==> config.mk <==
export PLATFORM = sky130hd
export DESIGN_NAME = header_line_keyword_parser_flat
export DESIGN_NICKNAME = d
export VERILOG_FILES = /design/src/design/hlkp_pkg.sv /design/src/design/hlkp_if.sv /design/src/design/header_line_keyword_parser.sv /design/src/flat_wrapper.sv
export SDC_FILE = /design/constraint.sdc
export NUM_CORES = 1
export LEC_CHECK = 0
export BUFFER_PORTS_ARGS = -buffer_cell sky130_fd_sc_hd__buf_2
export CORE_UTILIZATION = 56
export DETAILED_ROUTE_END_ITERATION = 7
export PLACE_DENSITY = 0.81
export RECOVER_POWER = 25
export SLEW_MARGIN = 20
export SYNTH_ARGS = -nofsm -noshare
export SYNTH_HDL_FRONTEND = slang
export SYNTH_SLANG_ARGS = --single-unit
==> constraint.sdc <==
create_clock -name clk -period 3.1 [get_ports clk]
set_clock_uncertainty 0.1 [all_clocks]
set_input_delay 0 -clock clk [delete_from_list [all_inputs] [get_ports clk]]
set_output_delay 0 -clock clk [all_outputs]
set_load 0.05 [all_outputs]
==> src/design/hlkp_pkg.sv <==
// ----------------------------------------------------------------------------
// hlkp_pkg
// Shared types, keyword table and character codes for the header line
// keyword parser.
// ----------------------------------------------------------------------------
package hlkp_pkg;

  localparam int KW_COUNT   = 9;
  localparam int KW_MAX_LEN = 16;

  typedef logic [3:0] name_pos_t;
  typedef logic [2:0] tag_t;
  typedef logic [KW_COUNT-1:0] kw_mask_t;

  localparam name_pos_t POS_MAX = 4'd15;

  localparam tag_t TAG_NONE       = 3'd0;
  localparam tag_t TAG_PROTOCOL   = 3'd1;
  localparam tag_t TAG_DOMAIN     = 3'd2;
  localparam tag_t TAG_CONTENT    = 3'd3;
  localparam tag_t TAG_APP_NAME   = 3'd4;
  localparam tag_t TAG_SCHEMA     = 3'd5;
  localparam tag_t TAG_SENDER_ID  = 3'd6;
  localparam tag_t TAG_START_TIME = 3'd7;

  typedef enum logic [1:0] {
    ST_OK       = 2'd0,
    ST_NO_COLON = 2'd1,
    ST_UNKNOWN  = 2'd2,
    ST_EMPTY    = 2'd3
  } status_t;

  typedef enum logic [3:0] {
    PH_NAME       = 4'b0001,
    PH_SEEK_COLON = 4'b0010,
    PH_SKIP_WS    = 4'b0100,
    PH_VALUE      = 4'b1000
  } phase_t;

  localparam logic [7:0] CH_COLON = 8'h3A;
  localparam logic [7:0] CH_SPACE = 8'h20;
  localparam logic [7:0] CH_TAB   = 8'h09;
  localparam logic [7:0] CH_CR    = 8'h0D;
  localparam logic [7:0] CH_LF    = 8'h0A;

  // keyword text, right-justified in a 16 byte field
  localparam logic [KW_MAX_LEN*8-1:0] KW_TEXT [KW_COUNT] = '{
    "protocol", "domain", "experiment-id", "content", "app-name",
    "schema", "sender-id", "start-time", {"start", "_", "time"}
  };

  localparam name_pos_t KW_LEN [KW_COUNT] = '{
    4'd8, 4'd6, 4'd13, 4'd7, 4'd8, 4'd6, 4'd9, 4'd10, 4'd10
  };

  localparam tag_t KW_TAG [KW_COUNT] = '{
    TAG_PROTOCOL, TAG_DOMAIN, TAG_DOMAIN, TAG_CONTENT, TAG_APP_NAME,
    TAG_SCHEMA, TAG_SENDER_ID, TAG_START_TIME, TAG_START_TIME
  };

  typedef struct packed {
    logic       has_byte;
    logic [7:0] value_byte;
    tag_t       tag;
    status_t    status;
    logic       last;
  } result_t;

  // character of keyword kw at position pos, valid for pos below its length
  function automatic logic [7:0] kw_char(input int kw, input name_pos_t pos);
    name_pos_t  off;
    logic [6:0] bit_idx;
    off     = KW_LEN[kw] - 4'd1 - pos;
    bit_idx = {off, 3'b000};
    return KW_TEXT[kw][bit_idx +: 8];
  endfunction

  function automatic logic is_ws(input logic [7:0] b);
    return (b == CH_SPACE) || (b == CH_TAB) || (b == CH_CR) || (b == CH_LF);
  endfunction

endpackage

==> src/design/hlkp_if.sv <==
// ----------------------------------------------------------------------------
// hlkp_if
// Valid/ready channels of the header line keyword parser: line characters in,
// tagged value characters and line status out.
// ----------------------------------------------------------------------------
interface hlkp_char_if;
  logic       valid;
  logic       ready;
  logic [7:0] line_byte;
  logic       line_end;

  modport source (output valid, line_byte, line_end, input ready);
  modport sink   (input valid, line_byte, line_end, output ready);
endinterface

interface hlkp_result_if;
  logic       valid;
  logic       ready;
  logic       has_byte;
  logic [7:0] value_byte;
  logic [2:0] tag;
  logic [1:0] status;
  logic       last;

  modport source (output valid, has_byte, value_byte, tag, status, last, input ready);
  modport sink   (input valid, has_byte, value_byte, tag, status, last, output ready);
endinterface

==> src/design/header_line_keyword_parser.sv <==
// ----------------------------------------------------------------------------
// header_line_keyword_parser
// Parses one "name: value" header line a byte at a time, matches the name
// against the keyword set and emits tagged value bytes and a final status.
// ----------------------------------------------------------------------------
//   port      direction  payload
//   chars     sink       line_byte, line_end
//   results   source     has_byte, value_byte, tag, status, last
//
// one character per cycle while the skid register is empty; each result is
// driven from a register. the keyword mask is updated for all nine keywords
// in parallel, so nothing loops per character. an output register plus a skid
// register keep chars ready while one result waits. rst is synchronous and
// returns the parser to the start of a line with both output stages empty.
// ----------------------------------------------------------------------------
module header_line_keyword_parser
  import hlkp_pkg::*;
(
  input  logic              clk,
  input  logic              rst,
  hlkp_char_if.sink         chars,
  hlkp_result_if.source     results
);

  phase_t    phase, phase_next;
  name_pos_t name_position, name_position_next;
  kw_mask_t  keyword_match_mask, keyword_match_mask_next;
  tag_t      found_tag, found_tag_next;
  logic      value_started, value_started_next;

  logic      out_valid;
  result_t   out_data;
  logic      skid_valid;
  result_t   skid_data;

  logic      accept;
  logic      emit;
  logic      produce;
  result_t   new_data;
  kw_mask_t  keep;
  tag_t      resolved_tag;
  logic      ws, colon;

  assign accept = chars.valid && chars.ready;
  assign ws     = is_ws(chars.line_byte);
  assign colon  = (chars.line_byte == CH_COLON);

  always_comb begin
    for (int i = 0; i < KW_COUNT; i++) begin
      keep[i] = (name_position < KW_LEN[i]) &&
                (kw_char(i, name_position) == chars.line_byte);
    end
  end

  always_comb begin
    resolved_tag = TAG_NONE;
    for (int i = KW_COUNT - 1; i >= 0; i--) begin
      if (keyword_match_mask[i] && (KW_LEN[i] == name_position)) begin
        resolved_tag = KW_TAG[i];
      end
    end
  end

  always_comb begin
    phase_next              = phase;
    name_position_next      = name_position;
    keyword_match_mask_next = keyword_match_mask;
    found_tag_next          = found_tag;
    value_started_next      = value_started;
    emit                    = 1'b0;
    case (phase)
      PH_NAME: begin
        if (colon) begin
          found_tag_next = resolved_tag;
          phase_next     = PH_SKIP_WS;
        end else if (ws) begin
          found_tag_next = resolved_tag;
          phase_next     = PH_SEEK_COLON;
        end else begin
          keyword_match_mask_next = keyword_match_mask & keep;
          if (name_position != POS_MAX) begin
            name_position_next = name_position + 4'd1;
          end
        end
      end
      PH_SEEK_COLON: begin
        if (colon) begin
          phase_next = PH_SKIP_WS;
        end
      end
      PH_SKIP_WS: begin
        if (!ws) begin
          phase_next         = PH_VALUE;
          value_started_next = 1'b1;
          emit               = (found_tag != TAG_NONE);
        end
      end
      PH_VALUE: begin
        emit = (found_tag != TAG_NONE);
      end
      default: begin
        phase_next = PH_NAME;
      end
    endcase
  end

  always_comb begin
    new_data.has_byte   = emit;
    new_data.value_byte = emit ? chars.line_byte : 8'd0;
    new_data.tag        = found_tag_next;
    new_data.status     = ST_OK;
    new_data.last       = chars.line_end;
    if (chars.line_end) begin
      if (phase_next == PH_NAME || phase_next == PH_SEEK_COLON) begin
        new_data.status = ST_NO_COLON;
        new_data.tag    = TAG_NONE;
      end else if (found_tag_next == TAG_NONE) begin
        new_data.status = ST_UNKNOWN;
        new_data.tag    = TAG_NONE;
      end else if (!value_started_next) begin
        new_data.status = ST_EMPTY;
      end
    end
  end

  assign produce = accept && (emit || chars.line_end);

  always_ff @(posedge clk) begin
    if (rst) begin
      phase              <= PH_NAME;
      name_position      <= '0;
      keyword_match_mask <= '1;
      found_tag          <= TAG_NONE;
      value_started      <= 1'b0;
    end else if (accept) begin
      if (chars.line_end) begin
        phase              <= PH_NAME;
        name_position      <= '0;
        keyword_match_mask <= '1;
        found_tag          <= TAG_NONE;
        value_started      <= 1'b0;
      end else begin
        phase              <= phase_next;
        name_position      <= name_position_next;
        keyword_match_mask <= keyword_match_mask_next;
        found_tag          <= found_tag_next;
        value_started      <= value_started_next;
      end
    end
  end

  // output register with skid stage
  always_ff @(posedge clk) begin
    if (rst) begin
      out_valid  <= 1'b0;
      skid_valid <= 1'b0;
    end else if (results.ready || !out_valid) begin
      if (skid_valid) begin
        out_valid  <= 1'b1;
        skid_valid <= 1'b0;
      end else begin
        out_valid  <= produce;
      end
    end else if (produce) begin
      skid_valid <= 1'b1;
    end
  end

  always_ff @(posedge clk) begin
    if (results.ready || !out_valid) begin
      out_data <= skid_valid ? skid_data : new_data;
    end else if (produce) begin
      skid_data <= new_data;
    end
  end

  assign chars.ready        = !skid_valid;
  assign results.valid      = out_valid;
  assign results.has_byte   = out_data.has_byte;
  assign results.value_byte = out_data.value_byte;
  assign results.tag        = out_data.tag;
  assign results.status     = out_data.status;
  assign results.last       = out_data.last;

  a_skid_behind_out: assert property (@(posedge clk) disable iff (rst)
    skid_valid |-> out_valid)
    else $error("skid register holds a transfer while output register is empty");

  a_line_end_restart: assert property (@(posedge clk) disable iff (rst)
    (accept && chars.line_end) |=> (phase == PH_NAME && name_position == '0 &&
                                    keyword_match_mask == '1 && !value_started))
    else $error("parser did not restart after end of line");

  a_status_only_last: assert property (@(posedge clk) disable iff (rst)
    (results.valid && !results.last) |-> (results.status == ST_OK))
    else $error("status set on a result that is not the last of the line");

  a_byte_has_tag: assert property (@(posedge clk) disable iff (rst)
    (results.valid && results.has_byte) |-> (results.tag != TAG_NONE))
    else $error("value byte emitted without a tag");

  a_value_needs_start: assert property (@(posedge clk) disable iff (rst)
    (phase == PH_VALUE) |-> value_started)
    else $error("value phase entered without value start");

endmodule

==> src/flat_wrapper.sv <==
// flat-port wrapper written by rule: the top's interface ports become plain ports
module header_line_keyword_parser_flat import hlkp_pkg::*;
  (clk, rst, chars_valid, chars_line_byte, chars_line_end, chars_ready, results_valid, results_has_byte, results_value_byte, results_tag, results_status, results_last, results_ready);
  hlkp_char_if chars_i ();
  hlkp_result_if results_i ();
  input  logic clk;
  input  logic rst;
  input wire logic [$bits(chars_i.valid)-1:0] chars_valid;
  input wire logic [$bits(chars_i.line_byte)-1:0] chars_line_byte;
  input wire logic [$bits(chars_i.line_end)-1:0] chars_line_end;
  output wire logic [$bits(chars_i.ready)-1:0] chars_ready;
  output wire logic [$bits(results_i.valid)-1:0] results_valid;
  output wire logic [$bits(results_i.has_byte)-1:0] results_has_byte;
  output wire logic [$bits(results_i.value_byte)-1:0] results_value_byte;
  output wire logic [$bits(results_i.tag)-1:0] results_tag;
  output wire logic [$bits(results_i.status)-1:0] results_status;
  output wire logic [$bits(results_i.last)-1:0] results_last;
  input wire logic [$bits(results_i.ready)-1:0] results_ready;
  assign chars_i.valid = chars_valid;
  assign chars_i.line_byte = chars_line_byte;
  assign chars_i.line_end = chars_line_end;
  assign chars_ready = chars_i.ready;
  assign results_valid = results_i.valid;
  assign results_has_byte = results_i.has_byte;
  assign results_value_byte = results_i.value_byte;
  assign results_tag = results_i.tag;
  assign results_status = results_i.status;
  assign results_last = results_i.last;
  assign results_i.ready = results_ready;
  header_line_keyword_parser u_core (.clk(clk), .rst(rst), .chars(chars_i), .results(results_i));
endmodule
==> flow_summary.ini <==
[run_status]
outcome = completed

[timing]
unrepaired_setup_endpoints_after_global_routing = false
final_hold_viol_count = 0
final_max_slew_viol_count = 0
setup-tns-final_ps = 0
max_slew.worst_pin.slew_ps = 806.5
count_of_final_setup_violators = 0
period_share = 0.9265
fin_crit_ps = 2872
slew-limit-headroom = 0.4623
fmax_mhz = 348.2

[critical_path]
crit_chain = inv_1, ha_1, ha_1, nor2b_1, nor3b_1, a311o_1, a211oi_1, o221ai_1, nor4b_1, a221o_1
critical_path_buf_inv_count = 1
max_stage_delay_ps = 430
worst_setup_path_end_kind = flip-flop
worstSetupPathType = flip-flop to flip-flop
required_time_of_the_worst_setup_path_ps = 3270
worstPathArrival_ps = 3040
startpoint_type = flip-flop
startpoint = u_core.name_position[1]
path_delay_family = compound AO/OA/AOI/OAI gates
timing.critical_path.mode_cell = sky130_fd_sc_hd__ha_1
regToRegStartpoint = u_core.name_position[1]
path_max_fanout = 13
worst_path_max_delay_cell = sky130_fd_sc_hd__ha_1

[routing]
number_of_drc_markers_in_iteration_0 = 417
detail-route-antenna-nets = 0
drt_drc_violations_left = 0
drt-wirelength-per-cell_um = 18.39
average_vias_per_placed_instance = 6.464
routed-via-count = 4098
drt_wl_total_mm = 11.66
drt_pass1_iterations = 6

[synth]
yosys.area.top_type = sky130_fd_sc_hd__edfxtp_1
synth-async-reset-ratio = 0
yosysTopAreaCellShare = 0.2063
ys_seq_elements = 53
netlist_instances = 514
yosysWarnings = 0
synthFlopType = sky130_fd_sc_hd__edfxtp_1
syn_avg_cell_area_um2 = 8.496
synth_area_um2 = 4367
yosysSeqAreaShare = 0.3117
synth.most_common_cell = sky130_fd_sc_hd__nor2_1
synth_top_cells_by_count = sky130_fd_sc_hd__nor2_1 (52), sky130_fd_sc_hd__a21oi_1 (39), sky130_fd_sc_hd__edfxtp_1 (30)
yosysUniqueCellTypes = 70
synth-edff-count = 30
synth_top_cells_by_area = sky130_fd_sc_hd__edfxtp_1 (21%), sky130_fd_sc_hd__dfxtp_1 (11%), sky130_fd_sc_hd__xnor2_1 (5.6%)
mappedNetlistNets = 545

[layout]
antenna-diode-count = 0
post_route_cells_drive_above_1_share = 0.1383
finalNetCount = 565
areaGrowthSynthToFinish_pct = 8.195
final-instance-count-excl-fill = 634

[grt]
grt.total_usage = 0.2872
initial_antenna_violation_count = 0
grt_pass1_wl_mm = 18.98
grt_start_max_net_pins = 31
via_count_of_the_first_global_routing_pass = 3909
final_global_route_overflow_total = 0

[run]
maxCapViolCount = 0

[cts]
latest_clock_arrival_within_the_worst_skew_pair_ps = 310
number_of_buffers_added_by_the_clock_tree_synthesis_step = 5
cts.sink_count = 53
worst_setup_hold_path_clk_slew_ps = 110
clockBufferDepth = 2
tritoncts_clock_tree = yes
cts_max_level = 2
cts_root_buf = sky130_fd_sc_hd__clkbuf_8

[die]
ioPinCount = 30
die_outline_height_um = 90.31
fp.dieArea_um2 = 8155
std_cell_rows = 31
die-width_um = 90.31
floorplan.core_area_um2 = 7408
start_util = 0.5894

[min_path]
worstHoldStart = chars_line_byte[7]
hold_path_class = input port to flip-flop

[placement]
placement.io_buffers = 29
routabilityCongestion = 1.002
place.detailed.hpwl_mm = 8.306
post_place_cells = 623

[power]
irDropWorstVdd_mv = 0.1535
static-leakage-power_nw = 1.756
powerDensity_nw_per_um2 = 336.6
==> stage by stage <==
step	setup slack [ps]	hold WS, ps	util	cell area, µm²	power [mW]
floorplan	57.32	-27.24	-	4368	1.080
global placement	418.8	257.4	0.6239	4622	1.165
detailed placement	306.6	269.4	0.6239	4622	1.176
CTS	273.7	3.477	0.6393	4736	1.594
global route	75.64	58.22	0.6377	4725	1.657
finish	227.8	58.19	0.6377	4725	1.590
==> kinds of logic after synthesis <==
logic type	synth area share
flops	0.3117
mux	0.06848
buf+inv	0.05157
xor+xnor	0.08195
compound gates	0.2100
fa+ha+maj	0.05158
simple gates	0.2246
==> cells in the final DEF, fill, tap and decap left out, types with 5 or more instances in the layout <==
| cell type | count |
|---|---|
| sky130_fd_sc_hd__nor2_1 | 52 |
| sky130_fd_sc_hd__a21oi_1 | 39 |
| sky130_fd_sc_hd__edfxtp_1 | 30 |
| sky130_fd_sc_hd__nand2_1 | 29 |
| sky130_fd_sc_hd__xnor2_1 | 28 |
| sky130_fd_sc_hd__o21ai_0 | 27 |
| sky130_fd_sc_hd__dfxtp_1 | 23 |
| sky130_fd_sc_hd__inv_1 | 18 |
| sky130_fd_sc_hd__ha_1 | 18 |
| sky130_fd_sc_hd__buf_4 | 18 |
| sky130_fd_sc_hd__clkbuf_1 | 17 |
| sky130_fd_sc_hd__nand2b_1 | 14 |
| sky130_fd_sc_hd__mux2i_1 | 13 |
| sky130_fd_sc_hd__nand3_1 | 12 |
| sky130_fd_sc_hd__buf_2 | 12 |
| sky130_fd_sc_hd__nor3_1 | 11 |
| sky130_fd_sc_hd__mux2_2 | 11 |
| sky130_fd_sc_hd__xor2_1 | 11 |
| sky130_fd_sc_hd__a31oi_1 | 9 |
| sky130_fd_sc_hd__nor4_1 | 9 |
| sky130_fd_sc_hd__nand4_1 | 8 |
| sky130_fd_sc_hd__o21ai_1 | 8 |
| sky130_fd_sc_hd__nor2b_1 | 7 |
| sky130_fd_sc_hd__and2_4 | 6 |
| sky130_fd_sc_hd__and2_1 | 6 |
| sky130_fd_sc_hd__nand4b_1 | 6 |
| sky130_fd_sc_hd__o31ai_1 | 6 |
| sky130_fd_sc_hd__nand3b_1 | 5 |
| sky130_fd_sc_hd__a211oi_1 | 5 |
| sky130_fd_sc_hd__a21o_1 | 5 |
| sky130_fd_sc_hd__clkbuf_8 | 5 |
==> area by class of cell <==
cell class,instances,area [µm²]
Clock buffer,5,68.82
Clock inverter,3,25.02
Fill cell,620,2684
Inverter,19,71.32
Multi-Input combinational cell,405,2785
Sequential cell,53,1361
Tap cell,99,123.9
Timing Repair Buffer,50,289.0
==> worst paths after layout <==
kind	slack [ps]	end	cells past startpoint
hold / removal	60	u_core.skid_data[13]	2
setup / recovery	230	u_core.keyword_match_mask[2]	10
hold reg to reg	380	u_core.keyword_match_mask[1]	2
setup reg to reg	230	u_core.keyword_match_mask[2]	10
==> power breakdown <==
group	switching, mW	total [mW]	internal, mW
Sequential	0.0117	0.772	0.760
Clock	0.255	0.419	0.164
Combinational	0.255	0.400	0.145
Total	0.522	1.59	1.07
==> sequential cells by signal, summed over array words and instances, names as in the netlist, 2 cells and up <==
name,count
u_core.skid_data,15
u_core.keyword_match_mask,9
u_core.results.value_byte,8
u_core.name_position,4
u_core.phase,4
u_core.found_tag,3
u_core.results.tag,3
u_core.results.status,2
==> per-layer routing <==
metal	part of all wire	global-route usage	vias to the layer above
li1	-	-	1906
met1	0.41	0.3779	1906
met2	0.46	0.4663	249
met3	0.096	0.04040	37
met4	0.035	0.1344	0
met5	0	0	-
==> timing repair <==
item,CTS,global route
resized for setup,0,0
setup buffers,0,0
endpoints found under the hold margin,11,1
hold buffers,2,1
No activity file was read; power rests on OpenSTA's default activity.
